<file path="src/rtl/ithx_pkg.sv">
// Shared constants and the result type for the IPv4/TCP header extractor.
// No dependencies; imported by ithx_capture, ithx_res_reg and the top level.
package ithx_pkg;

    localparam int unsigned MAX_FRAME_BYTES = 16384;

    localparam int CNT_W = 15;
    localparam int LEN_W = CNT_W + 1;

    localparam logic [CNT_W-1:0] CNT_MAX       = '1;
    localparam logic [LEN_W-1:0] MAX_FRAME_LEN = LEN_W'(MAX_FRAME_BYTES);

    localparam logic [15:0] ETHERTYPE_IPV4 = 16'h0800;
    localparam logic [3:0]  IP_VERSION_4   = 4'd4;
    localparam logic [3:0]  IHL_MIN        = 4'd5;
    localparam logic [7:0]  IP_PROTO_TCP   = 8'd6;

    // Frame byte positions of the fixed fields
    localparam logic [CNT_W-1:0] POS_ETYPE_HI = CNT_W'(12);
    localparam logic [CNT_W-1:0] POS_ETYPE_LO = CNT_W'(13);
    localparam logic [CNT_W-1:0] POS_VER_IHL  = CNT_W'(14);
    localparam logic [CNT_W-1:0] POS_PROTO    = CNT_W'(23);
    localparam logic [CNT_W-1:0] POS_SRC_LO   = CNT_W'(26);
    localparam logic [CNT_W-1:0] POS_SRC_HI   = CNT_W'(29);
    localparam logic [CNT_W-1:0] POS_DST_LO   = CNT_W'(30);
    localparam logic [CNT_W-1:0] POS_DST_HI   = CNT_W'(33);

    localparam logic [6:0]       ETH_HDR_LEN  = 7'd14;
    localparam logic [CNT_W-1:0] TCP_CAP_LEN  = CNT_W'(14);
    localparam logic [LEN_W-1:0] MIN_LEN      = LEN_W'(34);
    localparam logic [LEN_W-1:0] TCP_FIX_LEN  = LEN_W'(20);

    // Offsets inside the TCP header
    localparam logic [3:0] TCP_DOFF  = 4'd12;
    localparam logic [3:0] TCP_FLAGS = 4'd13;

    localparam int FLAG_FIN = 0;
    localparam int FLAG_SYN = 1;
    localparam int FLAG_RST = 2;
    localparam int FLAG_ACK = 4;

    localparam logic [13:0] PAY_LEN_MAX = '1;

    typedef struct packed {
        logic        valid_res;
        logic [31:0] src_addr;
        logic [31:0] dst_addr;
        logic [15:0] src_port;
        logic [15:0] dst_port;
        logic [31:0] seq_num;
        logic        syn_flag;
        logic        ack_flag;
        logic        fin_flag;
        logic        rst_flag;
        logic [7:0]  payload_offset;
        logic [13:0] payload_len;
    } hdr_result_t;

endpackage

</file>
<file path="src/rtl/ithx_in_reg.sv">
// Input register stage: holds one incoming frame word until the parser takes it.
// Stands alone; needs nothing from ithx_pkg.
module ithx_in_reg (
    input  logic       clk,
    input  logic       rst_n,
    input  logic       frame_valid,
    output logic       frame_ready,
    input  logic [7:0] frame_byte,
    input  logic       frame_end,
    input  logic       advance,
    output logic       word_valid,
    output logic [7:0] word_byte,
    output logic       word_end
);

    logic       valid_reg, valid_next;
    logic [7:0] byte_reg;
    logic       end_reg;

    assign frame_ready = !valid_reg || advance;

    always_comb
    begin
        valid_next = valid_reg;
        if (frame_ready)
        begin
            valid_next = frame_valid;
        end
    end

    always_ff @(posedge clk or negedge rst_n)
    begin
        if (!rst_n)
        begin
            valid_reg <= 1'b0;
        end
        else
        begin
            valid_reg <= valid_next;
        end
    end

    always_ff @(posedge clk)
    begin
        if (frame_ready && frame_valid)
        begin
            byte_reg <= frame_byte;
            end_reg  <= frame_end;
        end
    end

    assign word_valid = valid_reg;
    assign word_byte  = byte_reg;
    assign word_end   = end_reg;

endmodule

</file>
<file path="src/rtl/ithx_capture.sv">
// Header capture and frame check: tracks byte position, grabs header fields,
// and forms the result at the last byte. Depends on ithx_pkg.
module ithx_capture (
    input  logic                  clk,
    input  logic                  rst_n,
    input  logic                  step,
    input  logic [7:0]            word_byte,
    input  logic                  word_end,
    output ithx_pkg::hdr_result_t res
);
    import ithx_pkg::*;

    logic [CNT_W-1:0] byte_count_reg, byte_count_next;
    logic             too_long_reg, too_long_next;
    logic [15:0]      ether_kind_reg, ether_kind_next;
    logic [3:0]       ip_version_reg, ip_version_next;
    logic [3:0]       ihl_reg, ihl_next;
    logic [7:0]       ip_proto_reg, ip_proto_next;
    logic [31:0]      src_addr_reg, src_addr_next;
    logic [31:0]      dst_addr_reg, dst_addr_next;
    logic [15:0]      src_port_reg, src_port_next;
    logic [15:0]      dst_port_reg, dst_port_next;
    logic [31:0]      seq_reg, seq_next;
    logic [3:0]       doff_reg, doff_next;
    logic [7:0]       flags_reg, flags_next;

    logic [CNT_W-1:0] pos;
    logic             pos_too_long;
    logic [6:0]       tcp_start;
    logic [CNT_W-1:0] tcp_start_ext;
    logic [CNT_W-1:0] rel;
    logic             in_tcp;
    logic [LEN_W-1:0] len;
    logic [7:0]       pay_off;
    logic [LEN_W-1:0] pay_len_full;
    logic             frame_ok;

    assign pos           = byte_count_reg;
    assign pos_too_long  = {1'b0, pos} >= MAX_FRAME_LEN;
    assign tcp_start     = ETH_HDR_LEN + {1'b0, ihl_reg, 2'b00};
    assign tcp_start_ext = CNT_W'(tcp_start);
    assign rel           = pos - tcp_start_ext;
    assign in_tcp        = (pos > POS_VER_IHL) && (pos >= tcp_start_ext) && (rel < TCP_CAP_LEN);

    always_comb
    begin
        byte_count_next = byte_count_reg;
        too_long_next   = too_long_reg;
        ether_kind_next = ether_kind_reg;
        ip_version_next = ip_version_reg;
        ihl_next        = ihl_reg;
        ip_proto_next   = ip_proto_reg;
        src_addr_next   = src_addr_reg;
        dst_addr_next   = dst_addr_reg;
        src_port_next   = src_port_reg;
        dst_port_next   = dst_port_reg;
        seq_next        = seq_reg;
        doff_next       = doff_reg;
        flags_next      = flags_reg;

        if (step)
        begin
            if (word_end)
            begin
                // last byte: result goes out this cycle, start the next frame clean
                byte_count_next = '0;
                too_long_next   = 1'b0;
                ether_kind_next = '0;
                ip_version_next = '0;
                ihl_next        = '0;
                ip_proto_next   = '0;
                src_addr_next   = '0;
                dst_addr_next   = '0;
                src_port_next   = '0;
                dst_port_next   = '0;
                seq_next        = '0;
                doff_next       = '0;
                flags_next      = '0;
            end
            else
            begin
                if (byte_count_reg != CNT_MAX)
                begin
                    byte_count_next = byte_count_reg + CNT_W'(1);
                end
                if (pos_too_long)
                begin
                    too_long_next = 1'b1;
                end
                if (pos == POS_ETYPE_HI)
                begin
                    ether_kind_next[15:8] = word_byte;
                end
                if (pos == POS_ETYPE_LO)
                begin
                    ether_kind_next[7:0] = word_byte;
                end
                if (pos == POS_VER_IHL)
                begin
                    ip_version_next = word_byte[7:4];
                    ihl_next        = word_byte[3:0];
                end
                if (pos == POS_PROTO)
                begin
                    ip_proto_next = word_byte;
                end
                if (pos >= POS_SRC_LO && pos <= POS_SRC_HI)
                begin
                    src_addr_next = {src_addr_reg[23:0], word_byte};
                end
                if (pos >= POS_DST_LO && pos <= POS_DST_HI)
                begin
                    dst_addr_next = {dst_addr_reg[23:0], word_byte};
                end
                if (in_tcp)
                begin
                    case (rel[3:0])
                        4'd0, 4'd1:
                        begin
                            src_port_next = {src_port_reg[7:0], word_byte};
                        end
                        4'd2, 4'd3:
                        begin
                            dst_port_next = {dst_port_reg[7:0], word_byte};
                        end
                        4'd4, 4'd5, 4'd6, 4'd7:
                        begin
                            seq_next = {seq_reg[23:0], word_byte};
                        end
                        TCP_DOFF:
                        begin
                            doff_next = word_byte[7:4];
                        end
                        TCP_FLAGS:
                        begin
                            flags_next = word_byte;
                        end
                        default:
                        begin
                            seq_next = seq_reg;
                        end
                    endcase
                end
            end
        end
    end

    always_ff @(posedge clk or negedge rst_n)
    begin
        if (!rst_n)
        begin
            byte_count_reg <= '0;
            too_long_reg   <= 1'b0;
            ether_kind_reg <= '0;
            ip_version_reg <= '0;
            ihl_reg        <= '0;
            ip_proto_reg   <= '0;
            src_addr_reg   <= '0;
            dst_addr_reg   <= '0;
            src_port_reg   <= '0;
            dst_port_reg   <= '0;
            seq_reg        <= '0;
            doff_reg       <= '0;
            flags_reg      <= '0;
        end
        else
        begin
            byte_count_reg <= byte_count_next;
            too_long_reg   <= too_long_next;
            ether_kind_reg <= ether_kind_next;
            ip_version_reg <= ip_version_next;
            ihl_reg        <= ihl_next;
            ip_proto_reg   <= ip_proto_next;
            src_addr_reg   <= src_addr_next;
            dst_addr_reg   <= dst_addr_next;
            src_port_reg   <= src_port_next;
            dst_port_reg   <= dst_port_next;
            seq_reg        <= seq_next;
            doff_reg       <= doff_next;
            flags_reg      <= flags_next;
        end
    end

    // A frame that passes the length checks is at least 54 bytes long, so the
    // last byte never lands in a captured field: the held registers are final.
    assign len          = {1'b0, pos} + LEN_W'(1);
    assign pay_off      = {1'b0, tcp_start} + {2'b00, doff_reg, 2'b00};
    assign pay_len_full = len - LEN_W'(pay_off);

    assign frame_ok = !too_long_reg && !pos_too_long
                      && (len >= MIN_LEN)
                      && (ether_kind_reg == ETHERTYPE_IPV4)
                      && (ip_version_reg == IP_VERSION_4)
                      && (ihl_reg >= IHL_MIN)
                      && (ip_proto_reg == IP_PROTO_TCP)
                      && (len >= LEN_W'(tcp_start) + TCP_FIX_LEN)
                      && (len >= LEN_W'(pay_off));

    always_comb
    begin
        res = '0;
        if (frame_ok)
        begin
            res.valid_res      = 1'b1;
            res.src_addr       = src_addr_reg;
            res.dst_addr       = dst_addr_reg;
            res.src_port       = src_port_reg;
            res.dst_port       = dst_port_reg;
            res.seq_num        = seq_reg;
            res.syn_flag       = flags_reg[FLAG_SYN];
            res.ack_flag       = flags_reg[FLAG_ACK];
            res.fin_flag       = flags_reg[FLAG_FIN];
            res.rst_flag       = flags_reg[FLAG_RST];
            res.payload_offset = pay_off;
            // saturate a payload length that overflows the field
            if (pay_len_full[LEN_W-1:14] != '0)
            begin
                res.payload_len = PAY_LEN_MAX;
            end
            else
            begin
                res.payload_len = pay_len_full[13:0];
            end
        end
    end

endmodule

</file>
<file path="src/rtl/ithx_res_reg.sv">
// Result register: holds one finished result word until the consumer takes it.
// Depends on ithx_pkg for the result type.
module ithx_res_reg (
    input  logic                  clk,
    input  logic                  rst_n,
    input  logic                  load,
    input  ithx_pkg::hdr_result_t res_in,
    output logic                  can_load,
    output logic                  result_valid,
    input  logic                  result_ready,
    output ithx_pkg::hdr_result_t res_out
);
    import ithx_pkg::*;

    logic        valid_reg, valid_next;
    hdr_result_t res_reg;

    assign can_load = !valid_reg || result_ready;

    always_comb
    begin
        valid_next = valid_reg;
        if (load)
        begin
            valid_next = 1'b1;
        end
        else if (result_ready)
        begin
            valid_next = 1'b0;
        end
    end

    always_ff @(posedge clk or negedge rst_n)
    begin
        if (!rst_n)
        begin
            valid_reg <= 1'b0;
        end
        else
        begin
            valid_reg <= valid_next;
        end
    end

    always_ff @(posedge clk)
    begin
        if (load)
        begin
            res_reg <= res_in;
        end
    end

    assign result_valid = valid_reg;
    assign res_out      = res_reg;

endmodule

</file>
<file path="src/rtl/ipv4_tcp_header_extractor.sv">
// Top level of the Ethernet/IPv4/TCP header extractor; instantiates
// ithx_in_reg, ithx_capture and ithx_res_reg, and uses ithx_pkg.
//
// Takes an Ethernet frame one byte a word and gives one result word per frame,
// at the byte marked frame_end. Frames stream back to back at one byte per
// clock unless a last byte waits for the result register; a byte is held in
// the input register, and the last byte of a frame is checked against the held
// header fields on its way into the result register, which holds the result.
// The result carries valid_res = 1 only for a well-formed IPv4 TCP frame
// (EtherType 0x0800, version 4, IHL of at least 5, protocol 6, headers complete
// and no more than MAX_FRAME_BYTES bytes); otherwise every field reads zero.
// payload_len counts link padding and saturates at its field maximum. Only the
// last byte of a frame waits for room in the result register; other bytes keep
// flowing while a result stays untaken.
module ipv4_tcp_header_extractor (
    input  logic        clk,
    input  logic        rst_n,
    input  logic        frame_valid,
    output logic        frame_ready,
    input  logic [7:0]  frame_byte,
    input  logic        frame_end,
    output logic        result_valid,
    input  logic        result_ready,
    output logic        valid_res,
    output logic [31:0] src_addr,
    output logic [31:0] dst_addr,
    output logic [15:0] src_port,
    output logic [15:0] dst_port,
    output logic [31:0] seq_num,
    output logic        syn_flag,
    output logic        ack_flag,
    output logic        fin_flag,
    output logic        rst_flag,
    output logic [7:0]  payload_offset,
    output logic [13:0] payload_len
);
    import ithx_pkg::*;

    logic        word_valid;
    logic [7:0]  word_byte;
    logic        word_end;
    logic        advance;
    logic        can_load;
    hdr_result_t res_comb;
    hdr_result_t res_q;

    // hold the last byte of a frame while the result register is full
    assign advance = word_valid && (!word_end || can_load);

    ithx_in_reg u_in_reg (
        .clk         (clk),
        .rst_n       (rst_n),
        .frame_valid (frame_valid),
        .frame_ready (frame_ready),
        .frame_byte  (frame_byte),
        .frame_end   (frame_end),
        .advance     (advance),
        .word_valid  (word_valid),
        .word_byte   (word_byte),
        .word_end    (word_end)
    );

    ithx_capture u_capture (
        .clk       (clk),
        .rst_n     (rst_n),
        .step      (advance),
        .word_byte (word_byte),
        .word_end  (word_end),
        .res       (res_comb)
    );

    ithx_res_reg u_res_reg (
        .clk          (clk),
        .rst_n        (rst_n),
        .load         (advance && word_end),
        .res_in       (res_comb),
        .can_load     (can_load),
        .result_valid (result_valid),
        .result_ready (result_ready),
        .res_out      (res_q)
    );

    assign valid_res      = res_q.valid_res;
    assign src_addr       = res_q.src_addr;
    assign dst_addr       = res_q.dst_addr;
    assign src_port       = res_q.src_port;
    assign dst_port       = res_q.dst_port;
    assign seq_num        = res_q.seq_num;
    assign syn_flag       = res_q.syn_flag;
    assign ack_flag       = res_q.ack_flag;
    assign fin_flag       = res_q.fin_flag;
    assign rst_flag       = res_q.rst_flag;
    assign payload_offset = res_q.payload_offset;
    assign payload_len    = res_q.payload_len;

endmodule
</file>
<file path="config.mk">
export PLATFORM = sky130hd
export DESIGN_NAME = ipv4_tcp_header_extractor
export DESIGN_NICKNAME = d
export VERILOG_FILES = /design/src/rtl/ithx_pkg.sv /design/src/rtl/ithx_in_reg.sv /design/src/rtl/ithx_capture.sv /design/src/rtl/ithx_res_reg.sv /design/src/rtl/ipv4_tcp_header_extractor.sv
export SDC_FILE = /design/constraint.sdc
export NUM_CORES = 1
export LEC_CHECK = 0
export ABC_CLOCK_PERIOD_IN_PS = 7850
export BUFFER_PORTS_ARGS = -buffer_cell sky130_fd_sc_hd__buf_4
export CORE_ASPECT_RATIO = 1.4
export CORE_MARGIN = 1
export CORE_UTILIZATION = 35
export CTS_BUF_LIST = sky130_fd_sc_hd__clkbuf_16
export CTS_CLUSTER_SIZE = 24
export DETAILED_ROUTE_END_ITERATION = 8
export GPL_ROUTABILITY_DRIVEN = 0
export PLACE_DENSITY_LB_ADDON = 0.3
export SETUP_SLACK_MARGIN = 0.05
export SLEW_MARGIN = 10
export SYNTH_ARGS = -nofsm -noshare
export SYNTH_HDL_FRONTEND = slang
export SYNTH_SLANG_ARGS = --single-unit
export TNS_END_PERCENT = 30
</file>
<file path="constraint.sdc">
create_clock -name clk -period 7.85 [get_ports clk]
set_clock_uncertainty 0.2 [all_clocks]
set_input_delay 0 -clock clk [delete_from_list [all_inputs] [get_ports clk]]
set_output_delay 0 -clock clk [all_outputs]
set_load 0.005 [all_outputs]
</file>
==> results.rst, run 1 <==
.. list-table::
   :header-rows: 1

   * - Metric
     - Value
   * - Setup fix buffers added after clock tree synthesis
     - 0
   * - Via Count
     - roughly 11k
   * - Skew-Pair Late Insertion Delay
     - around 0.54 ns
   * - Gate count after technology mapping
     - about 1.4k
   * - Post-route met1 wirelength
     - 17000 um
   * - Clock Sinks
     - around 350
   * - Highest attainable clock frequency
     - between 0.2 and 0.25 GHz
   * - Number of resized instances in the post-cts repair step
     - 0
   * - Worst path required time
     - between 7 and 8 ns
   * - Final critical delay including setup and external delays
     - ~4.9 ns
   * - Routed met3 length
     - between 1500 and 2000 um
   * - Number of nets in the layout
     - 1584
   * - Depth of the worst register-to-register path
     - 17
   * - Placement Rows
     - just over 90
   * - Longest Clk Path Bufs
     - 3
   * - Global router's overall resource usage
     - between 15 and 20%
   * - Area of the core
     - 45100 um2
   * - Largest register FFs
     - 154
   * - Ports
     - 170
   * - Final Hold Viols
     - 0
   * - PD cells
     - 214 nW/um2
   * - Synthesized netlist net count
     - 1463
   * - Maximum VDD drop
     - 0.000128 V
   * - WL met2
     - ~21000 um
   * - Sum of negative setup slack
     - 0 ns
   * - Worst hold margin
     - 0.0270 ns
   * - Die width
     - ~180 um
   * - Root buffer cell
     - sky130_fd_sc_hd__clkbuf_16
   * - Count of buffers from port buffering
     - 168
   * - Count of distinct cell types in the synthesized netlist
     - between 60 and 70
   * - Most frequent cells in the layout
     - sky130_fd_sc_hd__dfrtp_1, sky130_fd_sc_hd__buf_4, sky130_fd_sc_hd__edfxtp_1
   * - Number of iterations in the first detailed-routing pass
     - 5
   * - CTS tree
     - yes
   * - Maximum number of pins on one net before global-route repair
     - between 100 and 150
   * - Nature of the critical path startpoint
     - flop
   * - Number of nets still failing antenna checks after routing
     - 0
   * - Violation count after the first detailed-route iteration
     - between 800 and 900
   * - Slowest stage delay, CP
     - between 0.5 and 0.6 ns
   * - Antenna diode count
     - 0
   * - Area delta synth->final
     - 19.2%
   * - Final setup vio count
     - 0
   * - Avg Cell Area, Syn
     - ~11 um2
   * - Vias in the first global route
     - between 10k and 15k
   * - Capturing point of the worst reg2reg path
     - u_res_reg.res_out[11]
   * - Cell area after synthesis
     - 16100 um2
   * - Number of DRC violations after detailed routing
     - 0
   * - Worst-case headroom to the max-slew limit
     - between 20% and 30%
   * - Max cap viols
     - 0
   * - EDFF count, synth
     - 163
   * - Floorplan die height
     - between 200 and 300 um
   * - Critical Path Most Common Cell
     - sky130_fd_sc_hd__a21oi_1
   * - Antenna violations before repair
     - 0
   * - Drt via density
     - approximately 5.2
   * - Clock transition time at the flip-flop clock pins of the worst setup and hold paths
     - around 0.07 ns
   * - Final global-route overflow total
     - 0
   * - Highest net fanout along the worst path
     - 13
   * - Status
     - complete, no violations
   * - Worst path slowest cell
     - sky130_fd_sc_hd__dfrtp_1
   * - Proportion of layout cells with a drive suffix above 1
     - between 15 and 20%
   * - Yosys warnings
     - 0
   * - Initial cell density of the core
     - 35.6%
   * - Proportion of synthesized flip-flops having asynchronous set or reset
     - about 53%
   * - End point of the critical path
     - u_res_reg.res_out[11]
   * - Register bit total from synthesis
     - 349
   * - Actual transition at the worst max-transition pin
     - ~1.1 ns
   * - H-tree depth
     - 2
   * - R2R Setup Slk
     - roughly 3 ns
   * - Setup crit end kind
     - flop
   * - Final Max Slew Viols
     - 0
   * - Ys flop type
     - sky130_fd_sc_hd__dfrtp_1
   * - Setup repair after global routing missed its margin
     - false
   * - Part of the cycle the worst path needs
     - 62.7%
   * - Highest Signal Layer
     - met4
   * - Arrival time at the worst endpoint
     - around 5 ns
   * - Hold Crit Class
     - input pin to flop
   * - Dpl hpwl
     - 25900 um
   * - Die area
     - approximately 47000 um2
   * - Global-route wire length before repair
     - 63800 um
   * - Critical path launch point
     - u_capture.ihl_reg[0]
   * - Area of the multi-input gates
     - 5430 um2
   * - Register area
     - around 9500 um2
   * - Detailed-route wire length
     - between 40000 and 50000 um
   * - Most frequent standard cell in the layout excluding fill and tap cells
     - sky130_fd_sc_hd__dfrtp_1
   * - Fraction of the yosys area taken by sequential cells
     - between 50% and 60%
   * - Detailed-route wire length per cell
     - about 19 um
   * - R2r startpoint
     - u_capture.ihl_reg[0]
   * - Setup Crit Path Kind
     - flop to flop
   * - Hold_buf cts
     - 25
   * - Cells along the critical path
     - inv_1 > ha_1 > xor2_1 > inv_1 > ha_1 > a21o_1 > a21oi_1 > xnor2_1 > ha_1 > o21ai_0 > nand2b_1 > a21oi_1 > a21oi_1 > nor2_1 > a221oi_1 > a21oi_1 > a221oi_1
   * - Fill cell total of the finished layout
     - about 4.3k
   * - Number of buffers inserted during clock tree synthesis
     - 35
   * - Reported leakage power
     - 0.00753 uW
-- cells in the mapped netlist (10+ instances only) --
cell type	instances	share of area (%)
sky130_fd_sc_hd__clkbuf_1	102	2.4
sky130_fd_sc_hd__a211oi_1	139	6.5
sky130_fd_sc_hd__edfxtp_1	163	30
sky130_fd_sc_hd__a221oi_1	16	0.87
sky130_fd_sc_hd__ha_1	29	2.3
sky130_fd_sc_hd__xor2_1	12	0.65
sky130_fd_sc_hd__nand2_1	109	2.5
sky130_fd_sc_hd__nor2_1	26	0.61
sky130_fd_sc_hd__xnor2_1	19	1.0
sky130_fd_sc_hd__inv_1	155	3.6
sky130_fd_sc_hd__o22ai_1	24	0.94
sky130_fd_sc_hd__o21ai_0	79	2.5
sky130_fd_sc_hd__o311ai_0	16	0.87
sky130_fd_sc_hd__nand3_1	81	2.5
sky130_fd_sc_hd__o31ai_1	27	1.3
sky130_fd_sc_hd__mux2i_1	50	3.1
sky130_fd_sc_hd__dfrtp_1	186	29
sky130_fd_sc_hd__a21oi_1	22	0.69
sky130_fd_sc_hd__nand4_1	10	0.39
sky130_fd_sc_hd__a22o_1	26	1.4
-- layout make-up --
type,count,area share [%]
sequential,349,49.9
timing repair buffer,205,8.56
clock inverter,29,1.51
clock buffer,35,4.58
tap,611,4.00
multi-input combinational,792,28.4
inverter,156,3.09
-- metrics by stage --
step                      util, %  std cells  area, um2  worst slack (ns)  total power (uW)
final                        42.4       2177      19100              2.93              4100
after global routing         42.4       2177      19100              2.51              4240
after CTS                    42.4       2177      19100              2.91              4150
after detailed placement     39.2       2088      17700              2.92              2410
after global placement       39.2       2088      17700              3.09              2400
after floorplan                 -       1418      16100              2.49              2270
-- power breakdown --
part           switching, uW  internal, uW
combinational            216           114
sequential              60.7          1990
clock                    732           989
-- layer usage --
layer  GRT usage (%)  vias to the layer above
li1                -                     5410
met2            30.9                      272
met5               0                        -
met3            2.08                       72
met1            21.2                     5654
met4            5.90                        0
-- worst max-delay path, delay by kind of cell (launching register included) --
family	cells	cell delay (ns)
flip-flops	1	0.55
adder cells (fa/ha/maj)	3	0.99
AO/OA/AOI/OAI	8	2.13
buffers and inverters	2	0.23
XOR/XNOR	2	0.37
AND/OR/NAND/NOR	2	0.26
-- cell families (layout without fill, tap and decap cells) --
kind of cell / count (synthesis) / in the layout / share of synthesized area, %
compound gates: 383 / 383 / 16.8
flops: 349 / 349 / 59.5
simple gates: 292 / 292 / 9.06
buf+inv: 277 / 425 / 6.98
mux: 50 / 50 / 3.12
fa+ha+maj: 34 / 34 / 2.77
xor+xnor: 32 / 32 / 1.79
other cells: 1 / 1 / 0.0234
-- worst min-delay path by stage --
stage | start | endpoint | cells past startpoint
3_3_place_gp | rst_n | u_capture.byte_count_reg[10] | 1
5_1_grt | result_ready | u_res_reg.result_valid | 3
4_1_cts | result_ready | u_res_reg.result_valid | 3
2_1_floorplan | rst_n | u_capture.byte_count_reg[0] | 0
6_report | result_ready | u_res_reg.result_valid | 3
3_5_place_dp | rst_n | u_capture.byte_count_reg[10] | 1
Power figures use the tool's default switching activity.
==> run 2: changes to the inputs <==
--- a/config.mk
+++ b/config.mk
@@ -5,7 +5,7 @@
 export SDC_FILE = /design/constraint.sdc
 export NUM_CORES = 1
 export LEC_CHECK = 0
-export ABC_CLOCK_PERIOD_IN_PS = 7850
+export ABC_CLOCK_PERIOD_IN_PS = 4200
 export BUFFER_PORTS_ARGS = -buffer_cell sky130_fd_sc_hd__buf_4
 export CORE_ASPECT_RATIO = 1.4
 export CORE_MARGIN = 1
==> constraint.sdc (replaced) <==
create_clock -name clk -period 4.2 [get_ports clk]
set_clock_uncertainty 0.2 [all_clocks]
set_input_delay 0 -clock clk [delete_from_list [all_inputs] [get_ports clk]]
set_output_delay 0 -clock clk [all_outputs]
set_load 0.005 [all_outputs]
==> run 2 against run 1 <==
The run now ends with hold timing left. Die area unchanged. Non-clock buffer count rose by 63. Fmax is 21% higher. Worst hold slack worse by 0.093 ns. Via count increased by 1.8%. Largest power group unchanged.
==> results.rst, run 2 (synthesized netlist as in run 1, its figures left out) <==
.. list-table::
   :header-rows: 1

   * - Metric
     - Value
   * - Status
     - finished, violations left
   * - Violated checks
     - hold timing
   * - Worst path required time
     - 4.37 ns (-3.62 ns)
   * - Dpl hpwl
     - 26900 um (+4.1%)
   * - Via Count
     - 11.6k (+1.8%)
   * - Detailed-route wire length per cell
     - 18.2 um (-2.1%)
   * - Final setup vio count
     - 0 (unchanged)
   * - Die area
     - 46700 um2 (unchanged)
   * - Vias in the first global route
     - 11.4k (+1.8%)
   * - Final WS setup
     - 0.121 ns (-2.81 ns)
   * - Max cap viols
     - 0 (unchanged)
   * - Part of the cycle the worst path needs
     - 97.1% (+34 points)
   * - Maximum number of pins on one net before global-route repair
     - 109 (-21%)
   * - Floorplan die height
     - 255 um (unchanged)
   * - Worst path slowest cell
     - sky130_fd_sc_hd__or4b_2
   * - Final Max Slew Viols
     - 0 (unchanged)
   * - Initial cell density of the core
     - 35.6% (unchanged)
   * - Number of nets in the layout
     - 1648 (+4.0%)
   * - Highest net fanout along the worst path
     - 8 (-5)
   * - Routed met3 length
     - 1470 um (-2.8%)
   * - Area of the core
     - 45100 um2 (unchanged)
   * - Final critical delay including setup and external delays
     - 4.08 ns (-0.842 ns)
   * - Final Hold Viols
     - 31 (+31)
   * - Area delta synth->final
     - 24.1%
   * - Clock transition time at the flip-flop clock pins of the worst setup and hold paths
     - 0.06 ns (about the same)
   * - Fill cell total of the finished layout
     - 4171 (-3.6%)
   * - Arrival time at the worst endpoint
     - 4.24 ns (-0.82 ns)
   * - R2r startpoint
     - u_capture.ihl_reg[1]
   * - Worst hold margin
     - -0.0659 ns (-0.0929 ns)
   * - Setup Crit Path Kind
     - flop to flop
   * - Reported leakage power
     - 0.00796 uW (+5.6%)
   * - Antenna diode count
     - 0 (unchanged)
   * - Global router's overall resource usage
     - 17.2% (-0.032 points)
   * - Nature of the critical path startpoint
     - flop
   * - Skew-Pair Late Insertion Delay
     - 0.53 ns (about the same)
   * - Setup slack after placement
     - 0.0512 ns (-2.87 ns)
   * - Count of buffers from port buffering
     - 168 (unchanged)
   * - Ports
     - 170 (unchanged)
   * - Cell internal pwr
     - 5790 uW (+87%)
   * - Clock network fraction of design power
     - 41.2% (-0.8 points)
   * - PD cells
     - 383 nW/um2 (+78%)
   * - Drt via density
     - 5.18 (-1.2%)
   * - WL met2
     - 21100 um (+1.0%)
   * - Number of buffers inserted during clock tree synthesis
     - 36 (+2.9%)
   * - Combinational share of power
     - 8.8% (+0.8 points)
   * - Proportion of layout cells with a drive suffix above 1
     - 20.5% (+3.9 points)
   * - CTS tree
     - yes
   * - Highest attainable clock frequency
     - 0.245 GHz (+21%)
   * - Number of DRC violations after detailed routing
     - 0 (unchanged)
   * - Placement Rows
     - 92 (unchanged)
   * - Global-route wire length before repair
     - 63700 um (about the same)
   * - Largest register FFs
     - 154 (unchanged)
   * - Post-route met1 wirelength
     - 17100 um (+0.68%)
   * - Maximum VDD drop
     - 0.000249 V (+95%)
   * - Actual transition at the worst max-transition pin
     - 0.943 ns (-0.145 ns)
   * - Setup crit end kind
     - flop
   * - Cells along the critical path
     - inv_1 > ha_2 > buf_4 > ha_4 > a21o_1 > a21o_1 > maj3_2 > or4b_2 > nand4b_1 > and4b_2 > clkbuf_16 > clkbuf_4 > mux2i_1 > o22ai_1
   * - Number of nets still failing antenna checks after routing
     - 0 (unchanged)
   * - Clock Sinks
     - 349 (unchanged)
   * - Slowest stage delay, CP
     - 0.65 ns (+0.10 ns)
   * - Final global-route overflow total
     - 0 (unchanged)
   * - Longest Clk Path Bufs
     - 3 (unchanged)
   * - Critical path launch point
     - u_capture.ihl_reg[1]
   * - Setup repair after global routing missed its margin
     - true
   * - Root buffer cell
     - sky130_fd_sc_hd__clkbuf_16
   * - Die width
     - 183 um (unchanged)
   * - H-tree depth
     - 2 (unchanged)
   * - Violation count after the first detailed-route iteration
     - 915 (+14%)
   * - Proportion of power drawn by flip-flops and latches
     - 50.1% (about the same)
   * - Highest Signal Layer
     - met4
   * - Antenna violations before repair
     - 0 (unchanged)
   * - Most frequent standard cell in the layout excluding fill and tap cells
     - sky130_fd_sc_hd__buf_4
   * - Detailed-route wire length
     - 40800 um (+0.79%)
   * - Most frequent cells in the layout
     - sky130_fd_sc_hd__buf_4, sky130_fd_sc_hd__dfrtp_1, sky130_fd_sc_hd__inv_1
   * - Number of iterations in the first detailed-routing pass
     - 6 (+1)
   * - Critical Path Most Common Cell
     - sky130_fd_sc_hd__a21o_1
   * - Switching share of total power
     - 24.1% (-0.48 points)
   * - Reported net switching power
     - 1840 uW (+82%)
   * - Worst-case headroom to the max-slew limit
     - 36.8% (+9.6 points)
   * - Sum of negative setup slack
     - 0 ns (unchanged)
   * - Hold Crit Class
     - input pin to asynchronous set/reset pin
run 2: cell count changes in the layout (fill, tap and decap cells not counted), moves of 3 or more:
cell                         delta
sky130_fd_sc_hd__buf_4         +49
sky130_fd_sc_hd__buf_12        +11
sky130_fd_sc_hd__inv_1          +9
sky130_fd_sc_hd__a221oi_1       -8
sky130_fd_sc_hd__a221oi_2       +8
sky130_fd_sc_hd__clkbuf_16      +8
sky130_fd_sc_hd__o21ai_0        -7
sky130_fd_sc_hd__o21ai_1        +7
sky130_fd_sc_hd__ha_1           -5
sky130_fd_sc_hd__inv_6          -5
sky130_fd_sc_hd__ha_4           +4
sky130_fd_sc_hd__bufinv_16      -3
sky130_fd_sc_hd__clkinv_2       -3
sky130_fd_sc_hd__clkinvlp_4     -3
run 2: final cells by class:
| type | count | area, um2 | share of cell area [%] |
|---|---|---|---|
| clock buffers | 40 | 1000 | 5.02 |
| repair buffers | 268 | 2280 | 11.5 |
| multi-input cells | 792 | 5580 | 28.0 |
| flip-flops and latches | 349 | 9550 | 47.9 |
| inverters | 156 | 589 | 2.96 |
| clock inverters | 26 | 168 | 0.841 |
| well taps | 611 | 764 | 3.84 |
run 2: per-stage QoR:
stage	area [um2]	power, uW	util (%)	cells	hold WS [ns]
floorplan	16100	4250	-	1418	-0.496
global placement	18200	4520	40.3	2135	-0.0201
detailed placement	18200	4540	40.3	2135	-0.0196
CTS	19600	7710	43.4	2224	0.0123
global route	19900	7920	44.2	2242	0.0386
finish	19900	7620	44.2	2242	-0.0659
run 2: worst paths after layout:
kind / cells after the start / slack [ns] / to
min reg2reg: 2 / 0.28 / u_capture.dst_addr_reg[5]
max in group asynchronous: 3 / 2.87 / u_capture.src_addr_reg[27]
min in group clk: 3 / 0.03 / u_res_reg.result_valid
max: 14 / 0.12 / u_capture.seq_reg[8]
min: 2 / -0.07 / u_capture.byte_count_reg[10]
max reg2reg: 14 / 0.12 / u_capture.seq_reg[8]
run 2: power by group through the flow:
stage | logic, uW | registers, uW | clock network [uW]
3_3_place_gp | 643 | 3880 | 0
3_5_place_dp | 656 | 3880 | 0
2_1_floorplan | 384 | 3860 | 0
4_1_cts | 675 | 3820 | 3220
5_1_grt | 738 | 3830 | 3350
6_report | 668 | 3820 | 3140
run 2: metal layers:
layer | up-vias | GRT usage (%)
met2 | 266 | 30.1
li1 | 5538 | -
met3 | 68 | 2.28
met4 | 0 | 5.74
met5 | - | 0
met1 | 5736 | 21.8
run 2: critical path: cells and delay by family, from the launching register on:
family                     cells  cell delay (ns)
AOI/OAI and AO/OA              3             0.48
adders and majority gates      3             0.87
buffers and inverters          4             0.63
DFF                            1             0.40
muxes                          1             0.18
and+or+nand+nor                3             1.15
run 2: what timing repair did:
item / 4_1_cts / 5_1_grt
endpoints found under the hold margin: 130 / 0
gates resized for setup: 1 / 24
setup endpoints to repair: 7 / 152
gates cloned: 0 / 3
buffers inserted: 0 / 15
hold buffers: 23 / 0
pin swaps: 1 / 8
==> run 3: changes to the inputs <==
--- a/config.mk
+++ b/config.mk
@@ -15,6 +15,7 @@
 export DETAILED_ROUTE_END_ITERATION = 8
 export GPL_ROUTABILITY_DRIVEN = 0
 export PLACE_DENSITY_LB_ADDON = 0.3
+export RECOVER_POWER = 100
 export SETUP_SLACK_MARGIN = 0.05
 export SLEW_MARGIN = 10
 export SYNTH_ARGS = -nofsm -noshare
==> run 3 against run 2 <==
The run ends with capacitance limit, slew limit left. Clock power hardly changed. Worst hold slack better by 0.090 ns. Combinational power is 2% lower. Utilization is 0.31 points lower. Die area stayed put. Fmax is 0.16% higher. Flip-flop and latch count stayed put. Non-clock buffer count stayed put. Sequential power hardly changed. Global-route usage stayed put. Cell area is 0.70% lower. First-iteration DRC count is 2.8% higher. Largest cell class unchanged. Largest power group unchanged.
==> results.rst, run 3 (synthesized netlist as in run 1, its figures left out) <==
.. list-table::
   :header-rows: 1

   * - Metric
     - Value
   * - Status
     - finished, violations left
   * - Violated checks
     - capacitance limit, slew limit
   * - Highest attainable clock frequency
     - 0.246 GHz (+0.16%)
   * - PD cells
     - 385 nW/um2 (+0.55%)
   * - Hold Crit Class
     - input pin to flop
   * - Root buffer cell
     - sky130_fd_sc_hd__clkbuf_16
   * - Via Count
     - 11.6k (+0.23%)
   * - Reported leakage power
     - 0.00777 uW (-2.3%)
   * - Global-route wire length before repair
     - 63700 um (unchanged)
   * - Worst-case headroom to the max-slew limit
     - -91.2% (-130 points)
   * - R2r startpoint
     - u_capture.ihl_reg[1]
   * - Max cap viols
     - 3 (+3)
   * - End point of the critical path
     - u_capture.seq_reg[8]
   * - Arrival time at the worst endpoint
     - 4.24 ns (about the same)
   * - Setup repair after global routing missed its margin
     - true
   * - Final global-route overflow total
     - 0 (unchanged)
   * - Setup crit end kind
     - flop
   * - Antenna diode count
     - 0 (unchanged)
   * - Antenna violations before repair
     - 0 (unchanged)
   * - Ports
     - 170 (unchanged)
   * - Clock Sinks
     - 349 (unchanged)
   * - Global router's overall resource usage
     - 17.2% (unchanged)
   * - Placement Rows
     - 92 (unchanged)
   * - Highest net fanout along the worst path
     - 8 (unchanged)
   * - Depth of the worst register-to-register path
     - 14 (unchanged)
   * - Final Hold Viols
     - 0 (-100%)
   * - Most frequent standard cell in the layout excluding fill and tap cells
     - sky130_fd_sc_hd__dfrtp_1
   * - Sum of negative setup slack
     - 0 ns (unchanged)
   * - H-tree depth
     - 2 (unchanged)
   * - Area delta synth->final
     - 23.3%
   * - Maximum VDD drop
     - 0.000249 V (-0.17%)
   * - Dpl hpwl
     - 26900 um (unchanged)
   * - Maximum number of pins on one net before global-route repair
     - 109 (unchanged)
   * - Detailed-route wire length per cell
     - 18.2 um (about the same)
   * - Number of nets still failing antenna checks after routing
     - 0 (unchanged)
   * - Final Util
     - 43.9% (-0.31 points)
   * - Drt via density
     - 5.19 (+0.23%)
   * - Critical path launch point
     - u_capture.ihl_reg[1]
   * - Fill cell total of the finished layout
     - 4205 (+0.82%)
   * - Final setup vio count
     - 0 (unchanged)
   * - Part of the cycle the worst path needs
     - 97.0% (-0.15 points)
   * - Vias in the first global route
     - 11.4k (unchanged)
   * - Capturing point of the worst reg2reg path
     - u_capture.seq_reg[8]
   * - Worst path required time
     - 4.37 ns (about the same)
   * - Nature of the critical path startpoint
     - flop
   * - Count of buffers from port buffering
     - 168 (unchanged)
   * - Number of nets in the layout
     - 1648 (unchanged)
   * - Setup slack after placement
     - 0.0512 ns (unchanged)
   * - CTS tree
     - yes
   * - Final Max Slew Viols
     - 242 (+242)
   * - Final critical delay including setup and external delays
     - 4.07 ns (-0.00635 ns)
   * - Final WS setup
     - 0.127 ns (+0.00635 ns)
   * - Number of DRC violations after detailed routing
     - 0 (unchanged)
   * - Die width
     - 183 um (unchanged)
   * - Proportion of layout cells with a drive suffix above 1
     - 18.9% (-1.7 points)
   * - Number of buffers inserted during clock tree synthesis
     - 36 (unchanged)
   * - Floorplan die height
     - 255 um (unchanged)
   * - Actual transition at the worst max-transition pin
     - 2.87 ns (+1.92 ns)
   * - Area of the core
     - 45100 um2 (unchanged)
   * - Initial cell density of the core
     - 35.6% (unchanged)
   * - Setup Crit Path Kind
     - flop to flop
   * - R2R Setup Slk
     - 0.13 ns (about the same)
   * - Clock transition time at the flip-flop clock pins of the worst setup and hold paths
     - 0.06 ns (about the same)
   * - Skew-Pair Late Insertion Delay
     - 0.53 ns (about the same)
   * - Number of iterations in the first detailed-routing pass
     - 5 (-1)
   * - Largest register FFs
     - 154 (unchanged)
   * - Die area
     - 46700 um2 (unchanged)
   * - Violation count after the first detailed-route iteration
     - 941 (+2.8%)
   * - Longest Clk Path Bufs
     - 3 (unchanged)
   * - Most frequent cells in the layout
     - sky130_fd_sc_hd__dfrtp_1, sky130_fd_sc_hd__inv_1, sky130_fd_sc_hd__edfxtp_1
   * - Worst hold margin
     - 0.0238 ns (+0.0897 ns)
   * - Detailed-route wire length
     - 40800 um (about the same)
-- run 3: changes by cell type in the layout (fill, tap and decap cells not counted), sizes merged --
cell,delta
buf,-180
clkbuf,+180
-- run 3: area by class of cell --
type,count,area [um2],area share (%)
Sequential cell,349,9550,48.3
Multi-Input combinational cell,792,5560,28.1
Timing Repair Buffer,268,2160,10.9
Clock buffer,40,1000,5.06
Tap cell,611,764,3.86
Inverter,156,587,2.97
Clock inverter,26,168,0.847
-- run 3: worst max-delay path, cell delays in order, from the launching register on --
cell,delay [ns]
sky130_fd_sc_hd__dfrtp_1,0.39
sky130_fd_sc_hd__inv_1,0.10
sky130_fd_sc_hd__ha_2,0.28
sky130_fd_sc_hd__buf_4,0.16
sky130_fd_sc_hd__ha_4,0.25
sky130_fd_sc_hd__a21o_1,0.19
sky130_fd_sc_hd__a21o_1,0.20
sky130_fd_sc_hd__maj3_2,0.34
sky130_fd_sc_hd__or4b_2,0.65
sky130_fd_sc_hd__nand4b_1,0.16
sky130_fd_sc_hd__and4b_2,0.34
sky130_fd_sc_hd__clkbuf_16,0.19
sky130_fd_sc_hd__clkbuf_4,0.18
sky130_fd_sc_hd__mux2i_1,0.18
sky130_fd_sc_hd__o22ai_1,0.10
-- run 3: power by group --
| group | internal (uW) | leakage, uW | switching [uW] |
|---|---|---|---|
| clock | 1830 | 0.000619 | 1310 |
| sequential | 3720 | 0.00433 | 94.7 |
| combinational | 222 | 0.00282 | 434 |
| total | 5780 | 0.00777 | 1830 |
-- run 3: through the flow --
step                total power [uW]  cells  area [um2]
finish                          7610   2242       19800
global route                    7910   2242       19800
CTS                             7710   2224       19600
detailed placement              4540   2135       18200
global placement                4520   2135       18200
floorplan                       4250   1418       16100
-- run 3: per-layer routing --
metal  wire (um)  global-route usage (%)
met1       17100                    21.8
met2       21000                    30.1
met3        1590                    2.28
met4        1060                    5.74
met5           0                       0
-- run 3: repair_timing --
action                                 CTS  global route
setup endpoints to repair                7           152
resized for setup                        1            24
hold buffers                            23             0
endpoints found under the hold margin  130             0
pin swaps                                1             8
buffers inserted                         0            15
cloned                                   0             3
-- run 3: worst min path at each step --
stage	startpoint	to	slack, ns	depth (start not counted)
3_5_place_dp	frame_byte[2]	u_in_reg.word_byte[2]	-0.02	1
5_1_grt	result_ready	u_res_reg.result_valid	0.04	3
4_1_cts	result_ready	u_res_reg.result_valid	0.01	3
6_report	result_ready	u_res_reg.result_valid	0.02	3
3_3_place_gp	rst_n	u_capture.byte_count_reg[13]	-0.02	1
2_1_floorplan	rst_n	u_capture.byte_count_reg[0]	-0.50	0
